$ cat config.mk
export PLATFORM = sky130hd
export DESIGN_NAME = template_variable_tokenizer_top
export DESIGN_NICKNAME = d
export VERILOG_FILES = /design/src/sv/tvt_pkg.sv /design/src/sv/tvt_front.sv /design/src/sv/tvt_fifo.sv /design/src/sv/tvt_back.sv /design/src/sv/template_variable_tokenizer_top.sv
export SDC_FILE = /design/constraint.sdc
export NUM_CORES = 1
export LEC_CHECK = 0
export BUFFER_PORTS_ARGS = -buffer_cell sky130_fd_sc_hd__buf_4
export CORE_ASPECT_RATIO = 0.9
export CORE_UTILIZATION = 50
export DETAILED_ROUTE_END_ITERATION = 8
export PLACE_DENSITY = 0.69
export SYNTH_ARGS = -nofsm -noshare
export SYNTH_HDL_FRONTEND = slang
export SYNTH_SLANG_ARGS = --single-unit
$ cat constraint.sdc
create_clock -name clk -period 7.2 [get_ports clk]
set_clock_uncertainty 0.05 [all_clocks]
set_input_delay 0 -clock clk [delete_from_list [all_inputs] [get_ports clk]]
set_output_delay 0 -clock clk [all_outputs]
set_load 0.02 [all_outputs]
$ cat src/sv/tvt_pkg.sv
// ----------------------------------------------------------------------------
// tvt_pkg
// Shared types and constants for the template variable tokenizer.
// ----------------------------------------------------------------------------
package tvt_pkg;

	localparam int MAX_LEN     = 4096;
	localparam int POS_W       = $clog2(MAX_LEN + 1);
	localparam int START_W     = $clog2(MAX_LEN);
	localparam int LEN_W       = POS_W;
	localparam int BYTE_W      = 8;
	localparam int IN_TDATA_W  = 8;
	localparam int OUT_TDATA_W = ((START_W + LEN_W + 7) / 8) * 8;
	localparam int KIND_W      = 2;

	localparam int FIFO_DEPTH  = 4;
	localparam int FIFO_PTR_W  = $clog2(FIFO_DEPTH);
	localparam int FIFO_CNT_W  = $clog2(FIFO_DEPTH + 1);

	localparam logic [POS_W-1:0]   MAX_POS   = POS_W'(MAX_LEN);
	localparam logic [START_W-1:0] MAX_START = START_W'(MAX_LEN - 1);

	localparam logic [BYTE_W-1:0] CH_SPACE  = 8'h20;
	localparam logic [BYTE_W-1:0] CH_TAB    = 8'h09;
	localparam logic [BYTE_W-1:0] CH_CR     = 8'h0D;
	localparam logic [BYTE_W-1:0] CH_PIPE   = 8'h7C;
	localparam logic [BYTE_W-1:0] CH_COMMA  = 8'h2C;
	localparam logic [BYTE_W-1:0] CH_COLON  = 8'h3A;
	localparam logic [BYTE_W-1:0] CH_DQUOTE = 8'h22;
	localparam logic [BYTE_W-1:0] CH_SQUOTE = 8'h27;

	typedef enum logic [1:0] {
		Q_NONE   = 2'd0,
		Q_DOUBLE = 2'd1,
		Q_SINGLE = 2'd2
	} quote_t;

	typedef enum logic [KIND_W-1:0] {
		KIND_NAME   = 2'd0,
		KIND_FILTER = 2'd1,
		KIND_END    = 2'd2
	} kind_t;

	typedef enum logic [4:0] {
		PH_SEEK_NAME   = 5'b00001,
		PH_IN_NAME     = 5'b00010,
		PH_SEEK_PIPE   = 5'b00100,
		PH_SEEK_FILTER = 5'b01000,
		PH_IN_FILTER   = 5'b10000
	} phase_t;

	typedef struct packed {
		logic              delim;
		logic              pipe;
		logic              colon;
		quote_t            quote;
		logic [POS_W-1:0]  pos;
		logic              last;
	} item_t;

	typedef struct packed {
		logic full;
		logic empty;
	} fifo_stat_t;

endpackage

$ cat src/sv/tvt_front.sv
// ----------------------------------------------------------------------------
// tvt_front
// Accepts markup bytes, classifies them and tags each with its offset.
// ----------------------------------------------------------------------------
module tvt_front (
	input  logic                            clk,
	input  logic                            arst_n,
	input  logic                            s_tvalid,
	output logic                            s_tready,
	input  logic [tvt_pkg::IN_TDATA_W-1:0]  s_tdata,  // [7:0] in_byte
	input  logic                            s_tlast,  // end_of_markup
	input  tvt_pkg::fifo_stat_t             stat,
	output logic                            push,
	output tvt_pkg::item_t                  item
);
	import tvt_pkg::*;

	logic [POS_W-1:0]  pos_q;
	logic [BYTE_W-1:0] ch;

	assign ch       = s_tdata[BYTE_W-1:0];
	assign s_tready = !stat.full;
	assign push     = s_tvalid && s_tready;

	always_comb begin
		item.delim = (ch inside {CH_SPACE, CH_PIPE, CH_COMMA, [CH_TAB:CH_CR]});
		item.pipe  = (ch == CH_PIPE);
		item.colon = (ch == CH_COLON);
		case (ch)
			CH_DQUOTE: item.quote = Q_DOUBLE;
			CH_SQUOTE: item.quote = Q_SINGLE;
			default:   item.quote = Q_NONE;
		endcase
		item.pos  = pos_q;
		item.last = s_tlast;
	end

	always_ff @(posedge clk or negedge arst_n) begin
		if (!arst_n) begin
			pos_q <= '0;
		end else if (push) begin
			if (s_tlast) begin
				pos_q <= '0;
			end else if (pos_q < MAX_POS) begin
				pos_q <= pos_q + POS_W'(1);
			end
		end
	end

endmodule

$ cat src/sv/tvt_fifo.sv
// ----------------------------------------------------------------------------
// tvt_fifo
// Short queue of classified bytes between front and back.
// ----------------------------------------------------------------------------
module tvt_fifo (
	input  logic                 clk,
	input  logic                 arst_n,
	input  logic                 push,
	input  tvt_pkg::item_t       wr_item,
	input  logic                 pop,
	output tvt_pkg::item_t       rd_item,
	output tvt_pkg::fifo_stat_t  stat
);
	import tvt_pkg::*;

	item_t                 mem_q [FIFO_DEPTH];
	logic [FIFO_PTR_W-1:0] wr_ptr_q;
	logic [FIFO_PTR_W-1:0] rd_ptr_q;
	logic [FIFO_CNT_W-1:0] cnt_q;

	assign stat.full  = (cnt_q == FIFO_CNT_W'(FIFO_DEPTH));
	assign stat.empty = (cnt_q == '0);
	assign rd_item    = mem_q[rd_ptr_q];

	always_ff @(posedge clk) begin
		if (push) begin
			mem_q[wr_ptr_q] <= wr_item;
		end
	end

	always_ff @(posedge clk or negedge arst_n) begin
		if (!arst_n) begin
			wr_ptr_q <= '0;
			rd_ptr_q <= '0;
			cnt_q    <= '0;
		end else begin
			if (push) begin
				wr_ptr_q <= wr_ptr_q + FIFO_PTR_W'(1);
			end
			if (pop) begin
				rd_ptr_q <= rd_ptr_q + FIFO_PTR_W'(1);
			end
			case ({push, pop})
				2'b10:   cnt_q <= cnt_q + FIFO_CNT_W'(1);
				2'b01:   cnt_q <= cnt_q - FIFO_CNT_W'(1);
				default: cnt_q <= cnt_q;
			endcase
		end
	end

	a_no_overflow: assert property (@(posedge clk) disable iff (!arst_n)
		stat.full |-> !push)
		else $error("queue written while full");

	a_no_underflow: assert property (@(posedge clk) disable iff (!arst_n)
		stat.empty |-> !pop)
		else $error("queue read while empty");

	a_count: assert property (@(posedge clk) disable iff (!arst_n)
		(push && !pop) |=> cnt_q == $past(cnt_q) + FIFO_CNT_W'(1))
		else $error("queue count slip");

endmodule

$ cat src/sv/tvt_back.sv
// ----------------------------------------------------------------------------
// tvt_back
// Fragment state machine; emits tokens into the output register.
// ----------------------------------------------------------------------------
module tvt_back (
	input  logic                             clk,
	input  logic                             arst_n,
	input  tvt_pkg::fifo_stat_t              stat,
	input  tvt_pkg::item_t                   item,
	output logic                             pop,
	output logic                             m_tvalid,
	input  logic                             m_tready,
	output logic [tvt_pkg::OUT_TDATA_W-1:0]  m_tdata,  // [11:0] token_start, [24:12] token_length
	output logic [tvt_pkg::KIND_W-1:0]       m_tuser,  // [1:0] token_kind
	output logic                             m_tlast   // markup_done
);
	import tvt_pkg::*;

	phase_t              phase_q, phase_d;
	quote_t              oqm_q, oqm_d;
	quote_t              obq_q, obq_d;
	logic                colon_q, colon_d;
	logic [START_W-1:0]  fstart_q, fstart_d;

	logic                m_tvalid_q;
	kind_t               out_kind_q;
	logic [START_W-1:0]  out_start_q;
	logic [LEN_W-1:0]    out_len_q;
	logic                out_last_q;

	logic                emit, emit_any;
	logic                e_filter, e_colon;
	logic [START_W-1:0]  e_start;
	logic [POS_W-1:0]    e_idx;
	logic [LEN_W-1:0]    span, len;
	kind_t               r_kind;
	logic [START_W-1:0]  r_start;
	logic [LEN_W-1:0]    r_len;

	assign pop = !stat.empty && (!m_tvalid_q || m_tready);

	always_comb begin
		phase_d  = phase_q;
		oqm_d    = oqm_q;
		obq_d    = obq_q;
		colon_d  = colon_q;
		fstart_d = fstart_q;
		emit     = 1'b0;
		e_filter = (phase_q == PH_IN_FILTER);
		e_colon  = 1'b0;
		e_start  = fstart_q;
		e_idx    = item.pos;

		case (phase_q)
			PH_IN_NAME, PH_IN_FILTER: begin
				if (obq_q != Q_NONE) begin
					if (item.quote == obq_q) begin
						emit    = 1'b1;
						phase_d = PH_SEEK_PIPE;
					end else begin
						colon_d = item.colon;
					end
				end else if (item.quote != Q_NONE) begin
					if (oqm_q == Q_NONE) begin
						oqm_d = item.quote;
					end else if (oqm_q == item.quote) begin
						oqm_d = Q_NONE;
					end
					colon_d = 1'b0;
				end else if (item.delim && oqm_q == Q_NONE) begin
					emit    = 1'b1;
					e_colon = colon_q;
					e_idx   = item.pos - POS_W'(1);
					phase_d = item.pipe ? PH_SEEK_FILTER : PH_SEEK_PIPE;
				end else begin
					colon_d = item.colon;
				end
			end
			PH_SEEK_PIPE: begin
				if (item.pipe) begin
					phase_d = PH_SEEK_FILTER;
				end
			end
			default: begin
				if (!item.delim) begin
					fstart_d = (item.pos < MAX_POS) ? item.pos[START_W-1:0] : MAX_START;
					obq_d    = item.quote;
					oqm_d    = item.quote;
					colon_d  = item.colon;
					phase_d  = (phase_q == PH_SEEK_FILTER) ? PH_IN_FILTER : PH_IN_NAME;
				end
			end
		endcase

		// end of markup closes an open fragment
		emit_any = emit;
		if (item.last && !emit) begin
			if (phase_d == PH_IN_NAME || phase_d == PH_IN_FILTER) begin
				emit_any = 1'b1;
				e_filter = (phase_d == PH_IN_FILTER);
				e_colon  = colon_d;
				e_start  = fstart_d;
				e_idx    = item.pos;
			end
		end

		span = e_idx - {1'b0, e_start} + LEN_W'(1);
		len  = (span > MAX_POS) ? MAX_POS : span;
		if (e_filter && e_colon && len != '0) begin
			len = len - LEN_W'(1);
		end

		if (emit_any) begin
			r_kind  = e_filter ? KIND_FILTER : KIND_NAME;
			r_start = e_start;
			r_len   = len;
		end else begin
			r_kind  = KIND_END;
			r_start = '0;
			r_len   = '0;
		end
	end

	always_ff @(posedge clk or negedge arst_n) begin
		if (!arst_n) begin
			phase_q  <= PH_SEEK_NAME;
			oqm_q    <= Q_NONE;
			obq_q    <= Q_NONE;
			colon_q  <= 1'b0;
			fstart_q <= '0;
		end else if (pop) begin
			if (item.last) begin
				phase_q  <= PH_SEEK_NAME;
				oqm_q    <= Q_NONE;
				obq_q    <= Q_NONE;
				colon_q  <= 1'b0;
				fstart_q <= '0;
			end else begin
				phase_q  <= phase_d;
				oqm_q    <= oqm_d;
				obq_q    <= obq_d;
				colon_q  <= colon_d;
				fstart_q <= fstart_d;
			end
		end
	end

	always_ff @(posedge clk or negedge arst_n) begin
		if (!arst_n) begin
			m_tvalid_q <= 1'b0;
		end else if (!m_tvalid_q || m_tready) begin
			m_tvalid_q <= pop && (emit || item.last);
		end
	end

	always_ff @(posedge clk) begin
		if (pop) begin
			out_kind_q  <= r_kind;
			out_start_q <= r_start;
			out_len_q   <= r_len;
			out_last_q  <= item.last;
		end
	end

	assign m_tvalid = m_tvalid_q;
	assign m_tuser  = out_kind_q;
	assign m_tlast  = out_last_q;
	assign m_tdata  = {{(OUT_TDATA_W - START_W - LEN_W){1'b0}}, out_len_q, out_start_q};

	a_end_marker: assert property (@(posedge clk) disable iff (!arst_n)
		(m_tvalid && out_kind_q == KIND_END) |-> (out_last_q && out_start_q == '0 &&
		out_len_q == '0))
		else $error("end marker with token fields");

	a_len_bound: assert property (@(posedge clk) disable iff (!arst_n)
		m_tvalid |-> (out_len_q <= MAX_POS))
		else $error("token length beyond limit");

	a_reset_after_end: assert property (@(posedge clk) disable iff (!arst_n)
		(pop && item.last) |=> (phase_q == PH_SEEK_NAME && oqm_q == Q_NONE &&
		obq_q == Q_NONE && !colon_q))
		else $error("state not cleared after end of markup");

endmodule

$ cat src/sv/template_variable_tokenizer_top.sv
// ----------------------------------------------------------------------------
// template_variable_tokenizer_top
// Byte-serial tokenizer for variable markup: reports name and filter names.
//
// channel  dir  handshake          payload
// s_*      in   tvalid/tready      tdata[7:0] byte, tlast end of markup
// m_*      out  tvalid/tready      tdata[11:0] start, [24:12] length,
//                                  tuser kind, tlast markup done
//
// One byte per cycle while the queue is not full; a token passes through the
// front queue, then the output register, after the byte that closes it.
// Four-entry queue between classifier and state machine; either side stalls
// on its own. Output register refills in the cycle it is drained.
// arst_n clears the queue, the offset counter and the state machine.
// ----------------------------------------------------------------------------
module template_variable_tokenizer_top (
	input  logic                             clk,
	input  logic                             arst_n,
	input  logic                             s_tvalid,
	output logic                             s_tready,
	input  logic [tvt_pkg::IN_TDATA_W-1:0]   s_tdata,  // [7:0] in_byte
	input  logic                             s_tlast,  // end_of_markup
	output logic                             m_tvalid,
	input  logic                             m_tready,
	output logic [tvt_pkg::OUT_TDATA_W-1:0]  m_tdata,  // [11:0] token_start, [24:12] token_length
	output logic [tvt_pkg::KIND_W-1:0]       m_tuser,  // [1:0] token_kind
	output logic                             m_tlast   // markup_done
);
	import tvt_pkg::*;

	fifo_stat_t stat;
	item_t      wr_item, rd_item;
	logic       push, pop;

	tvt_front u_front (
		.clk      (clk),
		.arst_n   (arst_n),
		.s_tvalid (s_tvalid),
		.s_tready (s_tready),
		.s_tdata  (s_tdata),
		.s_tlast  (s_tlast),
		.stat     (stat),
		.push     (push),
		.item     (wr_item)
	);

	tvt_fifo u_fifo (
		.clk     (clk),
		.arst_n  (arst_n),
		.push    (push),
		.wr_item (wr_item),
		.pop     (pop),
		.rd_item (rd_item),
		.stat    (stat)
	);

	tvt_back u_back (
		.clk      (clk),
		.arst_n   (arst_n),
		.stat     (stat),
		.item     (rd_item),
		.pop      (pop),
		.m_tvalid (m_tvalid),
		.m_tready (m_tready),
		.m_tdata  (m_tdata),
		.m_tuser  (m_tuser),
		.m_tlast  (m_tlast)
	);

endmodule

==> impl_metrics.toml <==
[timing]
finalSetupViolCount = 0
rsz0062_at_grt = "false"
max_freq_ghz = 0.150
tns_ns = 0
finalHoldViolations = 0
worst_pin_slew_ns = 1.08
fin_crit_sh = 0.924
relSlewSlack = 0.281
drv_slew = 0
timing.final.crit_period_ns = 6.65

[logic_synthesis]
synth_area_leaders = "edfxtp_1 (39%), dfrtp_1 (13%), ha_1 (5.0%)"
synth_cell_types = 85
seq_area_frac_synth = 0.529
ys.flop_type = "edfxtp_1"
ys_ff_latch = 147
ys_warn_count = 0
synth_edf_count = 104
syn_area_um2 = 7950
ys_async_sr_fraction = 0.293
synth.most_common_cell = "edfxtp_1"
yosys.area.top_type = "edfxtp_1"
synthTopCellsByCount = "edfxtp_1 (104), nor2_1 (83), nand2_1 (56), dfrtp_1 (42), a21oi_1 (41)"
syn_avg_cell_area_um2 = 11.4
syn_inst = 695
synth_top_area_frac = 0.393

[grt]
grt_pass1_wl_mm = 26.8
antenna_found_initial = 0
grt_pass1_vias = 5458
grt_remaining_overflow = 0
grt_max_degree = 44
globalRouteTotalUtil = 0.214

[detailed_routing]
viasPerCell = 5.82
dr_total_vias = 5600
dr.pass1.iters = 5
drc = 0
antenna_left = 0
routedWlPerCell_um = 17.0
postRouteWirelength_mm = 16.4
drt_iter0_markers = 402

[floorplan]
fp.dieW_um = 135
die-area_um2 = 16400
rows = 43
die_h_um = 122
core_um2 = 15500
io_pins = 50
start_util = 0.513

[critical_path]
cp.arrival_ns = 6.85
critPathLaunchType = "register"
cp.required_ns = 7.39
path_class = "register to register"
worstPathMaxFanout = 20
end_kind = "register"

[cts]
cts_buffers = 17
clk_pin_slew_ns = 0.06
cts_htree_levels = 4
insertion_delay_ns = 0.42
post-cts-setup-buffers = 0
clock_path_buffers = 2
cts.sinks = 147
tritoncts = "built"
clock-root-buffer = "clkbuf_16"

[placement]
post-dp-hpwl_mm = 11.4
port_buffers = 42
place.gp.congestion = 0.928

[layout]
num-nets-final = 795
antenna_cells = 0
drive_gt1_frac = 0.170
syn2layout_area_growth_pct = 14.7

[run]
drv_cap = 0

[run_status]
run_status = "complete, no violations"

[worst_hold_path]
hold_path_class = "primary input to register"
==> path summary, 6_finish.rpt <==
| check | from | endpoint | slack (ns) | cells past startpoint |
|---|---|---|---|---|
| hold reg to reg | u_back.fstart_q[9]$_DFFE_PN0P_ | u_back.fstart_q[9]$_DFFE_PN0P_ | 0.43 | 2 |
| setup reg to reg | u_fifo.rd_ptr_q[0]$_DFFE_PN0P_ | u_back.out_len_q[8]$_SDFFCE_PN0P_ | 0.55 | 19 |
| setup / recovery | u_fifo.rd_ptr_q[0]$_DFFE_PN0P_ | u_back.out_len_q[8]$_SDFFCE_PN0P_ | 0.55 | 19 |
| min in group asynchronous | arst_n | u_front.pos_q[9]$_DFFE_PN0P_ | 0.07 | 2 |
| max in group asynchronous | arst_n | u_fifo.rd_ptr_q[1]$_DFFE_PN0P_ | 6.61 | 2 |
| hold / removal | s_tvalid | u_fifo.wr_ptr_q[0]$_DFFE_PN0P_ | 0.04 | 3 |
==> through the flow <==
step           setup WS, ns  utilization  cells  instance area, um2  hold slack, ns
6_report              0.547        0.588    963                9110          0.0364
5_1_grt              0.0771        0.588    963                9110          0.0621
4_1_cts               0.274        0.588    963                9100          0.0244
3_5_place_dp          0.308        0.542    920                8410        -0.00434
3_3_place_gp          0.523        0.542    920                8410        -0.00926
2_1_floorplan         0.954            -    701                7970          -0.346
==> cell families after synthesis <==
family | share of synthesized area
fa+ha+maj | 0.0554
flops | 0.529
simple gates | 0.154
compound gates | 0.115
other cells | 0.000472
xor+xnor | 0.0439
mux | 0.0636
buf+inv | 0.0391
==> area by class of cell <==
type	instances	area (um2)
clock buffers	18	439
clock inverters	14	150
fillers	1236	6380
inverters	29	109
multi-input cells	491	3470
flip-flops and latches	147	4200
well taps	202	253
repair buffers	62	493
==> sequential cells by signal, summed over array words and instances (netlist names), 2 cells and up <==
signal	cells
u_back.fstart_q	12
u_front.pos_q	13
u_back.out_len_q	13
u_fifo.cnt_q	3
u_back.m_tuser	2
u_fifo.rd_ptr_q	2
u_back.oqm_q	2
u_fifo.mem_q	76
u_fifo.wr_ptr_q	2
u_back.out_start_q	12
u_back.obq_q	2
u_back.phase_q	5
==> layer usage <==
layer / track usage / wire (um)
met1: 0.271 / 7330
met2: 0.361 / 8030
met3: 0.0487 / 724
met4: 0.0787 / 320
met5: 0 / 0
==> worst max-delay path: stages, from the launching register on <==
cell	delay [ns]
dfrtp_1	0.44
mux4_2	0.62
xor2_1	0.25
o22ai_1	0.13
a211oi_1	0.30
and4_1	0.33
nand3_2	0.36
a21oi_1	0.33
ha_1	0.28
ha_1	0.38
and3_1	0.24
a221o_1	0.39
o31a_1	0.26
xnor2_1	0.34
xor2_2	0.32
nand2_1	0.17
ha_1	0.24
and4_2	0.28
or4_2	0.65
o31ai_2	0.09
==> layout by cell type, fill, tap and decap left out, types with 4 or more instances in the layout <==
master / count
and2_1: 5
o21ai_0: 35
inv_1: 27
ha_1: 32
nand4_1: 10
a21o_1: 5
edfxtp_1: 104
mux2_2: 7
or2_2: 5
buf_4: 51
clkinv_2: 4
xnor2_1: 21
inv_6: 4
conb_1: 7
dlygate4sd3_1: 11
nand3_1: 11
a211oi_1: 6
nor4_1: 14
xor2_1: 17
nand2_1: 56
nand2b_1: 5
clkbuf_16: 17
a31oi_1: 4
a21oi_1: 40
a211o_1: 4
o31ai_1: 7
and3_1: 10
dfrtp_1: 42
mux4_2: 15
nor3_1: 13
nor2_1: 83
o22ai_1: 4
or3_1: 4
==> timing repair <==
action	CTS	global route
setup endpoints to repair	0	13
hold endpoints to repair	72	0
hold buffers	11	0
resized for setup	0	2
Power is left out: the tool's default activity adds up to more than one toggle a clock period on the data nets, which glitch-free logic cannot reach.
